File: src/hw/rtl/fixed_point_q24_8_alu_assert.svh
// Assertion macros for the Q24.8 ALU.
// Included by the top level; no other dependencies.
`ifndef FIXED_POINT_Q24_8_ALU_ASSERT_SVH
`define FIXED_POINT_Q24_8_ALU_ASSERT_SVH
`ifndef ASSERT_OFF
`define FXQ_ASSERT_IMP(label, clk, rst_n, ante, cons) \
    label: assert property (@(posedge clk) disable iff (!rst_n) (ante) |-> (cons)) \
        else $error("fxq assertion failed");
`define FXQ_ASSERT_NEXT(label, clk, rst_n, ante, cons) \
    label: assert property (@(posedge clk) disable iff (!rst_n) (ante) |=> (cons)) \
        else $error("fxq assertion failed");
`else
`define FXQ_ASSERT_IMP(label, clk, rst_n, ante, cons)
`define FXQ_ASSERT_NEXT(label, clk, rst_n, ante, cons)
`endif
`endif

File: src/hw/rtl/fxq_pkg.sv
// Shared types and codes for the Q24.8 ALU.
// No dependencies.
`default_nettype none
package fxq_pkg;
    localparam int OPW    = 32;   // operand and result width
    localparam int WIDE_W = 66;   // headroom for unclamped results

    localparam logic [3:0] OP_ADD  = 4'd0;
    localparam logic [3:0] OP_SUB  = 4'd1;
    localparam logic [3:0] OP_MUL  = 4'd2;
    localparam logic [3:0] OP_DIV  = 4'd3;
    localparam logic [3:0] OP_LT   = 4'd4;
    localparam logic [3:0] OP_GT   = 4'd5;
    localparam logic [3:0] OP_LE   = 4'd6;
    localparam logic [3:0] OP_GE   = 4'd7;
    localparam logic [3:0] OP_EQ   = 4'd8;
    localparam logic [3:0] OP_NE   = 4'd9;
    localparam logic [3:0] OP_MIN  = 4'd10;
    localparam logic [3:0] OP_MAX  = 4'd11;
    localparam logic [3:0] OP_INC  = 4'd12;
    localparam logic [3:0] OP_DEC  = 4'd13;
    localparam logic [3:0] OP_FINT = 4'd14;
    localparam logic [3:0] OP_TINT = 4'd15;

    localparam logic [1:0] ST_OK   = 2'd0;
    localparam logic [1:0] ST_OVF  = 2'd1;
    localparam logic [1:0] ST_DIVZ = 2'd2;

    typedef struct packed {
        logic [3:0] op;
        logic       clamp;     // result saturates to the data range
        logic       neg;       // mul/div result sign
        logic       div_zero;
        logic       cmp;
    } ctl_t;
endpackage
`default_nettype wire

File: src/hw/rtl/fxq_div_cell.sv
// One restoring-division step; request+payload move each cycle unless stalled.
// Depends on fxq_pkg.
`default_nettype none
module fxq_div_cell #(
    parameter int NUM_W = 40
) (
    input  wire                               clk,
    input  wire                               rst_n,
    input  wire                               in_valid,
    output logic                              in_ready,
    input  fxq_pkg::ctl_t                     in_ctl,
    input  wire  signed [fxq_pkg::WIDE_W-1:0] in_val,
    input  wire  [NUM_W-1:0]                  in_num,
    input  wire  [fxq_pkg::OPW-1:0]           in_rem,
    input  wire  [fxq_pkg::OPW-1:0]           in_den,
    output logic                              out_valid,
    input  wire                               out_ready,
    output fxq_pkg::ctl_t                     out_ctl,
    output logic signed [fxq_pkg::WIDE_W-1:0] out_val,
    output logic [NUM_W-1:0]                  out_num,
    output logic [fxq_pkg::OPW-1:0]           out_rem,
    output logic [fxq_pkg::OPW-1:0]           out_den
);
    import fxq_pkg::*;

    logic                     valid_reg;
    ctl_t                     ctl_reg;
    logic signed [WIDE_W-1:0] val_reg;
    logic [NUM_W-1:0]         num_reg, num_next;
    logic [OPW-1:0]           rem_reg, rem_next;
    logic [OPW-1:0]           den_reg;
    logic [OPW:0]             trial, diff;
    logic                     qbit;

    // shift next numerator bit into the partial remainder
    assign trial    = {in_rem, in_num[NUM_W-1]};
    assign diff     = trial - {1'b0, in_den};
    assign qbit     = trial >= {1'b0, in_den};
    assign rem_next = qbit ? diff[OPW-1:0] : trial[OPW-1:0];
    assign num_next = {in_num[NUM_W-2:0], qbit};

    assign in_ready = !valid_reg || out_ready;

    always_ff @(posedge clk or negedge rst_n)
    begin
        if (!rst_n)
            valid_reg <= 1'b0;
        else if (in_ready)
            valid_reg <= in_valid;
    end

    always_ff @(posedge clk)
    begin
        if (in_ready && in_valid)
        begin
            ctl_reg <= in_ctl;
            val_reg <= in_val;
            num_reg <= num_next;
            rem_reg <= rem_next;
            den_reg <= in_den;
        end
    end

    assign out_valid = valid_reg;
    assign out_ctl   = ctl_reg;
    assign out_val   = val_reg;
    assign out_num   = num_reg;
    assign out_rem   = rem_reg;
    assign out_den   = den_reg;
endmodule
`default_nettype wire

File: config.mk
export PLATFORM = sky130hd
export DESIGN_NAME = fxq_div_cell
export DESIGN_NICKNAME = d
export VERILOG_FILES = /design/src/hw/rtl/fixed_point_q24_8_alu_assert.svh /design/src/hw/rtl/fxq_pkg.sv /design/src/hw/rtl/fxq_div_cell.sv
export SDC_FILE = /design/constraint.sdc
export NUM_CORES = 1
export LEC_CHECK = 0
export BUFFER_PORTS_ARGS = -buffer_cell sky130_fd_sc_hd__buf_2
export CORE_MARGIN = 4
export CORE_UTILIZATION = 35
export CTS_BUF_LIST = sky130_fd_sc_hd__clkbuf_8
export CTS_CLUSTER_SIZE = 16
export DETAILED_ROUTE_END_ITERATION = 10
export PLACE_DENSITY = 0.64
export SYNTH_ARGS = -nofsm -noshare
export SYNTH_HDL_FRONTEND = slang
export SYNTH_SLANG_ARGS = --single-unit
File: constraint.sdc
create_clock -name clk -period 6.5 [get_ports clk]
set_input_delay 1.3 -clock clk [delete_from_list [all_inputs] [get_ports clk]]
set_output_delay 1.3 -clock clk [all_outputs]
set_load 0.005 [all_outputs]
Word-level counts from Yosys, hierarchy flattened
Index checks and enable logic that the tools add are counted.
Widths: inputs -> output; s select.
Word-level totals
  flip-flop bits (word level): 179
  word-level logic and storage cells: 16
  output and inout bits: 180
  bits of input ports: 182
Cells by class
  muxes and demuxes: 1
  $add $sub $neg: 1
  order comparisons: 1
  reductions and logical operators: 3
Operators with widths (number)
  $ge 33x32->1: 1
  $mux 32: 1
  $sub 32x32->32: 1
  $logic_and 1x1->1: 1
  $logic_not 1->1: 1
  $logic_or 1x1->1: 1

Longest topological paths before layout
  depth in word-level cells: 3
  depth in mapped cells: 13

Least setup slack after synthesis
No wires, ideal clock.
  path kind: input to register
  from: in out_ready
  to: reg ctl_reg, in the netlist out_ctl[0] (enable)
  data arrival time: 5535 ps
  slack: 405 ps
  cell stages on the path: 2
  cells stage by stage: nand2b_1 > and2_1
On the way
  cells in the longest elaborated chain, start to end: 2
Ends and longest elaborated chain
  start, declared: line fxq_div_cell.sv:17  | input wire out_ready,
  $logic_or 1x1->1: line fxq_div_cell.sv:42  | assign in_ready = !valid_reg || out_ready;
  $logic_and 1x1->1: line fxq_div_cell.sv:54  | if (in_ready && in_valid)
  end signal, assigned: line fxq_div_cell.sv:56  | ctl_reg <= in_ctl;
  end, declared: line fxq_div_cell.sv:27  | ctl_t ctl_reg;
Every way passes these cells.
A chain may end at the register's enable or synchronous reset.

Final worst setup path
  from: in in_den[15] in the netlist's numbering
  to: reg rem_reg[13] (netlist: out_rem[13]), data pin
On the way
  cells in the longest elaborated chain, start to end: 2
Ends and longest elaborated chain
  start, declared: line fxq_div_cell.sv:15  | input wire [fxq_pkg::OPW-1:0] in_den,
  $ge 33x32->1: line fxq_div_cell.sv:38  | assign qbit = trial >= {1'b0, in_den};
  $mux 32: line fxq_div_cell.sv:39  | assign rem_next = qbit ? diff[OPW-1:0] : trial[OPW-1:0];
  named net rem_next[13]: line fxq_div_cell.sv:30  | logic [OPW-1:0] rem_reg, rem_next;
  end signal, assigned: line fxq_div_cell.sv:59  | rem_reg <= rem_next;
  end, declared: line fxq_div_cell.sv:30
The timed path passes the listed nets, and every way through them passes these cells.

==> results.sh <==
export IMPL_status="finished clean"
export IMPL_grt_use_total_pct=17.9
export IMPL_rsz0062_at_grt="no"
export IMPL_synth_top_family_by_area="compound AO/OA/AOI/OAI gates"
export IMPL_leakage_nw=4.39
export IMPL_synth_edff_count=178
export IMPL_postCtsSetupBuffers=0
export IMPL_fmax_ghz=0.208
export IMPL_netlist_instances=527
export IMPL_final_cell_mix="buf_2 (361), edfxtp_1 (178), a21oi_1 (56)"
export IMPL_dr_total_vias=5604
export IMPL_fin_setup_tns_ns=0
export IMPL_vdd_ir_drop_max_uv=110
export IMPL_endpoint_kind="flop"
export IMPL_n_fill_cell=1972
export IMPL_drt_total_wl_mm=22.7
export IMPL_synth_avg_cell_area_sq_um=14.4
export IMPL_dp_hpwl_mm=18.0
export IMPL_reg2reg_depth=3
export IMPL_detail_route_wl_per_cell_microns=19.2
export IMPL_synth_area_leader_cell="edfxtp_1"
export IMPL_crit_path_start_kind="input pin"
export IMPL_grt_max_degree=125
export IMPL_hold_violations=0
export IMPL_die_h_microns=155
export IMPL_syn_cell_area_sq_um=7600
export IMPL_power_share_clock_pct=29.9
export IMPL_coreArea_sq_um=21200
export IMPL_synth_ff_type="edfxtp_1"
export IMPL_clockBufferDepth=2
export IMPL_seqPwrFrac_pct=53.8
export IMPL_synthMuxAreaShare_pct=1.61
export IMPL_holdBufCountCts=0
export IMPL_synth_compound_area_share_pct=9.63
export IMPL_timing_hold_ws_ns=0.596
export IMPL_layout_commonest_cell="buf_2"
export IMPL_ant_nets=0
export IMPL_cts_sinks=179
export IMPL_grt_pass1_wl_mm=32.5
export IMPL_worst_pin_slew_ns=0.915
export IMPL_grt_overflow=0
export IMPL_skew_ns=0.0147
export IMPL_post_cts_resized=0
export IMPL_row_count=53
export IMPL_yosysUniqueCellTypes=49
export IMPL_gp_congestion=0.854
export IMPL_drtIter0Drc=278
export IMPL_final_util_pct=47.5
export IMPL_firstDrtPassIters=4
export IMPL_grt_pass1_vias=5476
export IMPL_ys_top_cells_by_area="edfxtp_1 (70%), ha_1 (5.3%), a21oi_1 (3.7%), inv_1 (1.9%), nor2_1 (1.7%)"
export IMPL_worstPathRequired_ns=6.71
export IMPL_combinationalPowerShare_pct=16.3
export IMPL_pwr_density_cell_nw_per_um2=254
export IMPL_postSynthNetCount=742
export IMPL_cts_buffers=17
export IMPL_die_w_microns=155
export IMPL_synth_xor_area_share_pct=3.11
export IMPL_cts_tree="done"
export IMPL_power_share_switching_pct=28.1
export IMPL_final_period_utilization_pct=73.8
export IMPL_port_buffers=361
export IMPL_nNetsFinal=1106
export IMPL_final_seq_area_sq_um=5370
export IMPL_clk_latency_ns=0.47
export IMPL_antenna_found_initial=4
export IMPL_synth_simple_area_share_pct=6.37
export IMPL_start_util_pct=35.8
export IMPL_crit_fanout=36
export IMPL_drv_slew=0
export IMPL_slew_headroom_pct=39.0
export IMPL_p_int_mw=1.84
export IMPL_fin_crit_ns=4.80
export IMPL_ios=362
export IMPL_drcViolationCount=0
export IMPL_arrival_ns=5.01
export IMPL_setup_viol_count_final=0
export IMPL_reg2reg_slack_ns=4.27
export IMPL_hold_path_class="input pin to async pin"
export IMPL_multi_input_area_sq_um=2000
export IMPL_dieArea_sq_um=24100
export IMPL_switching_power_mw=0.722
export IMPL_async_flop_share_pct=0.559
export IMPL_ys_warn_count=0
export IMPL_synth_top_area_share_pct=70.3
export IMPL_maxCapViolCount=0
export IMPL_synthAdderAreaFrac_pct=5.53
export IMPL_clk_pin_slew_worst_paths_ns=0.10
export IMPL_via_per_inst=4.75
export IMPL_yosysSeqAreaShare_pct=70.7
export IMPL_cts_root_buffer="clkbuf_8"
export IMPL_ctsHtreeMaxLevel=4
export IMPL_synth_seq_cells=179
export IMPL_area_growth_syn_to_layout_pct=32.8
export IMPL_drive_above_1_share_pct=44.8
export IMPL_crit_type="input pin to flop"
-- power groups by stage --
stage | Sequential (mW) | Clock (mW) | Combinational, mW
floorplan | 1.43 | 0 | 0.212
global placement | 1.41 | 0 | 0.419
detailed placement | 1.41 | 0 | 0.423
CTS | 1.38 | 0.795 | 0.426
global route | 1.39 | 0.845 | 0.463
finish | 1.38 | 0.766 | 0.419
-- state kept, by name, summed over array words and instances (netlist names) --
register	cells
out_val	66
out_rem	32
out_num	40
out_ctl	8
out_den	32
out_valid	1
-- final cells by class --
class                      count  share of cell area (%)
antenna                        1                  0.0248
tap                          275                    3.41
multi-input combinational    292                    19.8
timing repair buffer         363                    18.2
clock buffer                  17                    2.32
sequential                   179                    53.2
inverter                      38                    1.41
clock inverter                15                    1.62
-- final timing paths --
kind	endpoint	start
worst max-delay path	out_rem[13]	in_den[15]
worst min-delay path	out_valid	rst_n
worst max register to register	out_rem[3]	out_valid
worst min register to register	out_valid	out_valid
max in group asynchronous	out_valid	rst_n
min in group clk	out_valid	out_valid
-- Yosys cell counts, types with 2 or more instances --
cell and n:
nand2_1 26, mux2_1 4, a21o_1 12, mux2_2 6
and4_1 2, ha_1 32, o22ai_1 2, nor4_1 4
and2_1 3, edfxtp_1 178, xor2_1 12, nor2b_1 3
a2bb2oi_1 2, nand3_1 8, clkbuf_1 6, o211ai_1 4
buf_2 8, a31oi_1 5, buf_4 3, nor3_1 2
a211oi_1 3, nand2b_1 5, or4_1 2, o21bai_1 3
xnor2_1 15, o21ai_0 16, inv_1 38, nand4_1 8
nor2_1 35, a21oi_1 56, o21a_1 6
-- layer usage --
| metal | global-route usage, % | vias up | wire length, microns |
|---|---|---|---|
| met5 | 0 | - | 41 |
| met2 | 32.0 | 219 | 11800 |
| met4 | 6.79 | 6 | 595 |
| li1 | - | 2706 | - |
| met1 | 20.2 | 2634 | 8570 |
| met3 | 5.42 | 39 | 1700 |
-- metrics by stage --
stage / area (sq um) / setup WS, ns / power (mW) / std cells
finish: 10100 / 1.70 / 2.57 / 1180
global route: 10100 / 1.46 / 2.70 / 1179
CTS: 10100 / 1.66 / 2.60 / 1179
detailed placement: 9690 / 1.19 / 1.83 / 1147
global placement: 9690 / 1.31 / 1.83 / 1147
floorplan: 7600 / 0.405 / 1.65 / 527
-- cells by family after synthesis --
group / count (synthesis)
AOI/OAI and AO/OA: 119
xor gates and xnor gates: 27
adders and majority gates: 33
buffers and inverters: 56
DFF: 179
muxes: 11
and+or+nand+nor: 102
-- critical path, stage by stage --
cell      delay, ns
buf_2          0.09
inv_1          0.06
ha_1           0.42
nand4_1        0.24
or4_1          0.53
a21oi_1        0.15
nor3_1         0.10
a211oi_2       0.25
o21ai_2        0.16
o31ai_4        0.79
buf_4          0.49
mux2_1         0.38
(Power assumes the default switching activity.)
