`config.mk`:
```
export PLATFORM = sky130hd
export DESIGN_NAME = fxq_front
export DESIGN_NICKNAME = d
export VERILOG_FILES = /design/src/hw/rtl/fixed_point_q24_8_alu_assert.svh /design/src/hw/rtl/fxq_pkg.sv /design/src/hw/rtl/fxq_front.sv
export SDC_FILE = /design/constraint.sdc
export NUM_CORES = 2
export LEC_CHECK = 0
export BUFFER_PORTS_ARGS = -buffer_cell sky130_fd_sc_hd__buf_2
export CORE_ASPECT_RATIO = 1.1
export CORE_MARGIN = 4
export CORE_UTILIZATION = 50
export DETAILED_ROUTE_END_ITERATION = 6
export PLACE_DENSITY = 0.7
export REMOVE_ABC_BUFFERS = 1
export SLEW_MARGIN = 40
export SYNTH_ARGS = -nofsm -noshare
export SYNTH_HDL_FRONTEND = slang
export SYNTH_SLANG_ARGS = --single-unit
```
`constraint.sdc`:
```
create_clock -name clk -period 3.89 [get_ports clk]
set_input_delay 0.1945 -clock clk [delete_from_list [all_inputs] [get_ports clk]]
set_output_delay 0.1945 -clock clk [all_outputs]
set_load 0.01 [all_outputs]
```
`src/hw/rtl/fixed_point_q24_8_alu_assert.svh`:
```
// Assertion macros for the Q24.8 ALU.
// Included by the top level; no other dependencies.
`ifndef FIXED_POINT_Q24_8_ALU_ASSERT_SVH
`define FIXED_POINT_Q24_8_ALU_ASSERT_SVH
`ifndef ASSERT_OFF
`define FXQ_ASSERT_IMP(label, clk, rst_n, ante, cons) \
    label: assert property (@(posedge clk) disable iff (!rst_n) (ante) |-> (cons)) \
        else $error("fxq assertion failed");
`define FXQ_ASSERT_NEXT(label, clk, rst_n, ante, cons) \
    label: assert property (@(posedge clk) disable iff (!rst_n) (ante) |=> (cons)) \
        else $error("fxq assertion failed");
`else
`define FXQ_ASSERT_IMP(label, clk, rst_n, ante, cons)
`define FXQ_ASSERT_NEXT(label, clk, rst_n, ante, cons)
`endif
`endif

```
`src/hw/rtl/fxq_pkg.sv`:
```
// Shared types and codes for the Q24.8 ALU.
// No dependencies.
`default_nettype none
package fxq_pkg;
    localparam int OPW    = 32;   // operand and result width
    localparam int WIDE_W = 66;   // headroom for unclamped results

    localparam logic [3:0] OP_ADD  = 4'd0;
    localparam logic [3:0] OP_SUB  = 4'd1;
    localparam logic [3:0] OP_MUL  = 4'd2;
    localparam logic [3:0] OP_DIV  = 4'd3;
    localparam logic [3:0] OP_LT   = 4'd4;
    localparam logic [3:0] OP_GT   = 4'd5;
    localparam logic [3:0] OP_LE   = 4'd6;
    localparam logic [3:0] OP_GE   = 4'd7;
    localparam logic [3:0] OP_EQ   = 4'd8;
    localparam logic [3:0] OP_NE   = 4'd9;
    localparam logic [3:0] OP_MIN  = 4'd10;
    localparam logic [3:0] OP_MAX  = 4'd11;
    localparam logic [3:0] OP_INC  = 4'd12;
    localparam logic [3:0] OP_DEC  = 4'd13;
    localparam logic [3:0] OP_FINT = 4'd14;
    localparam logic [3:0] OP_TINT = 4'd15;

    localparam logic [1:0] ST_OK   = 2'd0;
    localparam logic [1:0] ST_OVF  = 2'd1;
    localparam logic [1:0] ST_DIVZ = 2'd2;

    typedef struct packed {
        logic [3:0] op;
        logic       clamp;     // result saturates to the data range
        logic       neg;       // mul/div result sign
        logic       div_zero;
        logic       cmp;
    } ctl_t;
endpackage
`default_nettype wire

```
`src/hw/rtl/fxq_front.sv`:
```
// Decode stage: operand magnitudes, product, simple results, divider setup.
// Depends on fxq_pkg.
`default_nettype none
module fxq_front #(
    parameter int FRAC_BITS = 8,
    parameter int NUM_W     = 40
) (
    input  wire                               clk,
    input  wire                               rst_n,
    input  wire                               in_valid,
    output logic                              in_ready,
    input  wire  [3:0]                        operation,
    input  wire  signed [fxq_pkg::OPW-1:0]    operand_a,
    input  wire  signed [fxq_pkg::OPW-1:0]    operand_b,
    output logic                              out_valid,
    input  wire                               out_ready,
    output fxq_pkg::ctl_t                     out_ctl,
    output logic signed [fxq_pkg::WIDE_W-1:0] out_val,
    output logic [NUM_W-1:0]                  out_num,
    output logic [fxq_pkg::OPW-1:0]           out_den
);
    import fxq_pkg::*;

    logic                     valid_reg;
    ctl_t                     ctl_reg, ctl_next;
    logic signed [WIDE_W-1:0] val_reg, val_next;
    logic [NUM_W-1:0]         num_reg;
    logic [OPW-1:0]           den_reg;

    logic signed [WIDE_W-1:0] a_w, b_w;
    logic [OPW-1:0]           a_mag, b_mag;
    logic [2*OPW-1:0]         prod;
    logic                     lt, gt, eq;

    assign a_w   = {{(WIDE_W-OPW){operand_a[OPW-1]}}, operand_a};
    assign b_w   = {{(WIDE_W-OPW){operand_b[OPW-1]}}, operand_b};
    assign a_mag = operand_a[OPW-1] ? OPW'(-operand_a) : operand_a;
    assign b_mag = operand_b[OPW-1] ? OPW'(-operand_b) : operand_b;
    assign prod  = a_mag * b_mag;
    assign lt    = operand_a < operand_b;
    assign gt    = operand_a > operand_b;
    assign eq    = operand_a == operand_b;

    always_comb
    begin
        ctl_next          = '0;
        ctl_next.op       = operation;
        ctl_next.neg      = operand_a[OPW-1] ^ operand_b[OPW-1];
        ctl_next.div_zero = (operation == OP_DIV) && (operand_b == '0);
        val_next          = '0;
        unique case (operation)
            OP_ADD:  begin val_next = a_w + b_w; ctl_next.clamp = 1'b1; end
            OP_SUB:  begin val_next = a_w - b_w; ctl_next.clamp = 1'b1; end
            OP_MUL:  begin val_next = WIDE_W'(prod); ctl_next.clamp = 1'b1; end
            OP_DIV:  ctl_next.clamp = 1'b1;
            OP_LT:   ctl_next.cmp = lt;
            OP_GT:   ctl_next.cmp = gt;
            OP_LE:   ctl_next.cmp = lt | eq;
            OP_GE:   ctl_next.cmp = gt | eq;
            OP_EQ:   ctl_next.cmp = eq;
            OP_NE:   ctl_next.cmp = !eq;
            OP_MIN:  val_next = lt ? a_w : b_w;
            OP_MAX:  val_next = gt ? a_w : b_w;
            OP_INC:  begin val_next = a_w + WIDE_W'(1); ctl_next.clamp = 1'b1; end
            OP_DEC:  begin val_next = a_w - WIDE_W'(1); ctl_next.clamp = 1'b1; end
            OP_FINT: begin val_next = a_w <<< FRAC_BITS; ctl_next.clamp = 1'b1; end
            OP_TINT: val_next = a_w >>> FRAC_BITS;
            default: val_next = '0;
        endcase
    end

    assign in_ready = !valid_reg || out_ready;

    always_ff @(posedge clk or negedge rst_n)
    begin
        if (!rst_n)
            valid_reg <= 1'b0;
        else if (in_ready)
            valid_reg <= in_valid;
    end

    always_ff @(posedge clk)
    begin
        if (in_ready && in_valid)
        begin
            ctl_reg <= ctl_next;
            val_reg <= val_next;
            num_reg <= {a_mag, FRAC_BITS'(0)};
            den_reg <= b_mag;
        end
    end

    assign out_valid = valid_reg;
    assign out_ctl   = ctl_reg;
    assign out_val   = val_reg;
    assign out_num   = num_reg;
    assign out_den   = den_reg;
endmodule
`default_nettype wire

```
Word level (Yosys, flattened, before mapping)
Index checks and enable logic that the tools add are counted.
{"block": "totals", "reg_bits": 139, "in_bits": 72, "output_inout_bits": 148, "word_cells": 52}
{"block": "classes", "n_addsub": 6, "multipliers": 1, "order_cmp": 2, "n_eq_ne": 16, "muxes": 7, "bitwise": 3, "n_reduce_logical": 8}
{"operator": "$pmux 66 s9", "count": 1}
{"operator": "$mux 66", "count": 2}
{"operator": "$mul 32x32->64", "count": 1}
{"operator": "$mux 32", "count": 2}
{"operator": "$neg 32->32", "count": 2}
{"operator": "$add 32x2->33 const B", "count": 1}
{"operator": "$add 32x32->33", "count": 1}
{"operator": "$sub 32x2->33 const B", "count": 1}
{"operator": "$sub 32x32->33", "count": 1}
{"operator": "$eq 32x32->1", "count": 1}
{"operator": "$eq 4x4->1 const B", "count": 8}
{"operator": "$gt 32x32->1", "count": 1}
{"operator": "$logic_not 32->1", "count": 1}
{"operator": "$lt 32x32->1", "count": 1}
{"operator": "$eq 4x3->1 const B", "count": 4}
{"operator": "$eq 4x2->1 const B", "count": 2}
{"operator": "$reduce_or 7->1", "count": 1}
{"operator": "$pmux 1 s6", "count": 1}
{"operator": "$eq 4x1->1 const B", "count": 1}
{"operator": "$logic_not 4->1", "count": 1}
{"operator": "$logic_and 1x1->1", "count": 2}
{"operator": "$logic_not 1->1", "count": 2}
{"operator": "$or 1x1->1", "count": 2}
{"operator": "$logic_or 1x1->1", "count": 1}
{"operator": "2 further kinds", "count": 2}

Logic depth before layout (Yosys ltp)
{"block": "logic_depth", "ltp_word": 4, "depth_mapped": 40, "ltp_nobuf": 36}

Worst setup path before layout
Ideal clock, no wire load.
{"block": "synth_path", "path_kind": "input -> register", "startpoint": "input port operand_a[0] (netlist name)", "endpoint": "register val_reg[61] (netlist: out_val[61]), data pin", "setup_ns": 0.255, "arrival_time_ns": 9.333, "t_required_ns": 3.635, "slack_ns": -5.698, "stages": 34, "n_path_buf": 4, "path_cell_list": "clkbuf_1 > inv_2 > buf_1 > ha_1 > or3b_1 > nor4_1 > nand2_1 > or4_1 > and2_1 > xnor2_1 > buf_2 > nor2_1 > fa_1 > inv_1 > fa_1 > fa_1 > fa_1 > inv_1 > fa_1 > fa_1 > fa_1 > fa_1 > ha_1 > buf_2 > nand4_1 > nor3_1 > o21ai_0 > a2111oi_0 > o2111a_1 > o21ai_0 > a31oi_1 > o21ai_0 > a21o_1 > a31o_1"}
{"block": "synth_via", "elab_chain_len": 4, "word_cells_on_any_way": 12, "classes_between": "add/sub: 5; mul: 1; order compare: 2; mux: 4"}
{"element": "from (decl)", "line": "fxq_front.sv:13", "text": "input wire signed [fxq_pkg::OPW-1:0] operand_a,"}
{"element": "$neg 32->32", "line": "fxq_front.sv:37", "text": "assign a_mag = operand_a[OPW-1] ? OPW'(-operand_a) : operand_a;"}
{"element": "$mux 32", "line": "fxq_front.sv:37"}
{"element": "$mul 32x32->64", "line": "fxq_front.sv:39", "text": "assign prod = a_mag * b_mag;"}
{"element": "$pmux 66 s9 *", "line": "fxq_front.sv:51", "text": "unique case (operation)"}
{"element": "net val_next[61]", "line": "fxq_front.sv:26", "text": "logic signed [WIDE_W-1:0] val_reg, val_next;"}
{"element": "to (signal assigned)", "line": "fxq_front.sv:87", "text": "val_reg <= val_next;"}
{"element": "to (decl)", "line": "fxq_front.sv:26"}
The timed path passes the listed nets; every way through them passes the cells marked *.
A chain may end at the register's enable or synchronous reset.

Worst setup path after layout
{"block": "layout_path", "startpoint": "input port operand_a[1] (netlist name)", "endpoint": "register val_reg[63] (netlist: out_val[63]), data pin"}
Same word-level chain as after synthesis.

==> impl_metrics.yaml <==
outcome:
  outcome: "finished with violations"
  violations: "design-rule violations, negative setup slack"
clock_network:
  cts_max_level: 4
  cts_buffers: 17
  cts_root_buf: "clkbuf_16"
  clock_latency_ns: 0.54
  clk_pin_slew_worst_paths_ns: 0.07
  ctsLongestPathBuffers: 2
  cts_tree: "yes"
  clock-sinks: 138
detailed_routing:
  drc: 1
  vias: 43500
  avgRoutedWirePerCell_um: 24.5
  viasPerCell: 5.83
  routed_wl_mm: 183
  drtIter0Drc: 4875
  ant_nets: 0
  dr.pass1.iters: 7
setup_path:
  required_ns: 4.16
  critPathMostFrequentCell: "fa_1"
  end_kind: "flip-flop"
  cp_slowest_cell: "fa_2"
  worstPathMaxFanout: 5
  crit_path_start_kind: "input pin"
  cp.arrival_ns: 9.16
  cp_slowest_stage_delay_ns: 0.56
  crit_type: "in -> reg"
timing:
  fin_crit_sh_pct: 228
  relSlewSlack_pct: 48.3
  setup_viol: 60
  clock_skew_ns: 0.0265
  hold_viol_final: 0
  layout_min_cycle_time_ns: 8.89
  worst_slack_ns: -5.00
  max_clock_freq_mhz: 113
  worst_pin_slew_ns: 0.773
  rsz0062_at_grt: "yes"
  drv_slew: 0
synth:
  synth_top_area_share_pct: 40.3
  avgSynthCellArea_um2: 8.58
  ys_seq_area_share_pct: 9.27
  synth.area.top_cells: "fa_1 (40%), ha_1 (9.2%), edfxtp_1 (9.2%), inv_1 (8.3%), nor2_1 (5.8%)"
  synth_top_area_cell: "fa_1"
  syn_inst: 5205
  synth_enable_flop_cells: 137
  yosys_warnings: 0
  ys_ff_latch: 138
  syn-cell-area_um2: 44600
  synth_ff_type: "edfxtp_1"
  ys_async_sr_fraction_pct: 0.725
  yosysUniqueCellTypes: 97
floorplanning:
  die_x_um: 293
  coreArea_um2: 88300
  row_count: 114
  ios: 220
  die_h_um: 321
  start_util_pct: 50.6
  fp.dieArea_um2: 94100
global_route:
  antenna_found_initial: 10
  grtUsageTotal_pct: 38.3
  first_global_vias: 45000
  grt_pass1_wl_mm: 271
  grt-ovfl-total: 0
  grt_max_degree: 56
flow_run:
  max-cap-violations: 0
cells_and_area:
  stdcell_count: 7457
  final_nets: 7577
  drive_gt1_share_pct: 30.4
  area_growth_pct: 34.8
placed_design:
  port_buffers: 211
  placedCellCount: 7275
  dp_hpwl_mm: 146
  place.gp.congestion: 1.04
min_path:
  hold_path.class: "in -> reg"
-- per-stage QoR --
step           setup TNS (ns)  worst slack (ns)  hold WS [ns]  area [µm²]  util (%)
6_report              -256.31             -5.00        0.0538       60200      68.2
3_5_place_dp          -307.32             -6.06       -0.0285       54700      61.9
4_1_cts               -244.20             -4.79        0.0212       58700      66.5
5_1_grt               -265.91             -5.21        0.0487       60200      68.1
3_3_place_gp          -306.04             -6.28       -0.0314       54700      61.9
2_1_floorplan         -338.11             -5.68        -0.101       43400         -
-- routing by layer --
layer | up-vias | part of all wire, % | track usage [%] | wire length (µm)
met5 | - | 0.050 | 0 | 92
met4 | 8 | 6.8 | 19.9 | 12400
met3 | 711 | 12 | 10.7 | 22700
met2 | 2913 | 44 | 58.0 | 79600
met1 | 21400 | 37 | 50.5 | 67900
li1 | 18400 | - | - | -
-- cell usage in the layout (no fill, tap or decap), drive strengths merged, types with 21 or more instances in the layout --
master / n
o211ai: 21
fa: 898
o21ai: 161
nor3: 57
a21o: 48
a31oi: 21
nor2: 691
buf: 1336
nand3: 41
o31ai: 27
a21oi: 183
nand2: 644
nor4: 25
clkinv: 22
a221oi: 21
inv: 994
nand2b: 26
edfxtp: 137
xor2: 59
ha: 330
nand4: 41
xnor2: 112
mux2i: 47
-- sequential cells by signal, summed over array words and instances, names as in the netlist --
name       flops
out_valid      1
out_num       32
out_ctl        8
out_den       32
out_val       65
-- cell type report --
cell class	count	area (µm²)
multi-input combinational	3764	38800
fill	6643	28100
timing repair buffer	1344	11300
sequential	138	4140
inverter	1012	3890
tap	1160	1450
clock buffer	17	425
clock inverter	15	131
antenna	7	17.5
-- path summary, 6_finish.rpt --
check | from | to | slack (ns) | cells past startpoint
worst max-delay path | operand_a[1] | out_val[63]$_DFFE_PP_ | -5.00 | 34
worst min-delay path | operation[2] | out_ctl[6]$_DFFE_PP_ | 0.05 | 1
worst max register to register | out_valid$_DFFE_PN0N_ | out_val[48]$_DFFE_PP_ | 2.03 | 3
worst min register to register | out_valid$_DFFE_PN0N_ | out_num[8]$_DFFE_PP_ | 1.03 | 2
max in group asynchronous | rst_n | out_valid$_DFFE_PN0N_ | 3.32 | 3
min in group asynchronous | rst_n | out_valid$_DFFE_PN0N_ | 0.47 | 3
-- logic make-up after synthesis --
| family | Yosys count | share of synthesized area, % |
|---|---|---|
| xor+xnor | 171 | 3.42 |
| mux | 52 | 1.18 |
| fa+ha+maj | 1228 | 49.5 |
| flops | 138 | 9.27 |
| buf+inv | 1310 | 11.3 |
| other cells | 1 | 0.00840 |
| compound gates | 673 | 9.91 |
| simple gates | 1632 | 15.4 |
-- cell usage after synthesis, types with 9 or more instances --
cell / number
o31ai_1: 26
fa_1: 898
o211ai_1: 21
o21a_1: 15
nand3_1: 41
buf_4: 14
nand4_1: 39
inv_2: 10
and3_1: 20
a211o_1: 11
or3_1: 10
clkinv_1: 18
nand2_1: 643
nor2b_1: 19
nor3_1: 54
and2_1: 20
xnor2_1: 111
edfxtp_1: 137
mux2i_1: 47
a31oi_1: 21
o221ai_1: 17
a21o_1: 48
buf_2: 48
clkbuf_1: 220
a211oi_1: 9
a21oi_1: 180
xor2_1: 56
buf_1: 15
ha_1: 330
a222oi_1: 10
a221oi_1: 20
o22ai_1: 14
o21bai_1: 19
nor2_1: 691
o21ai_0: 153
nor4_1: 20
nand2b_1: 26
inv_1: 984
-- worst max-delay path, delay by kind of cell --
kind | cells | cell delay (ns)
adder cells (fa/ha/maj) | 10 | 4.44
AO/OA/AOI/OAI | 7 | 1.83
AND/OR/NAND/NOR | 7 | 1.38
buffers and inverters | 8 | 0.86
XOR/XNOR | 2 | 0.42
-- repair_timing --
action	4_1_cts	5_1_grt
pin swaps	189	167
endpoints found under the setup margin	61	62
setup buffers	96	52
hold endpoints to repair	2	0
hold buffers	4	0
gates resized for setup	563	237
gates cloned	6	1
Power is not shown: default switching activity piles up to over one toggle a cycle in this logic, so the estimate is an artifact.
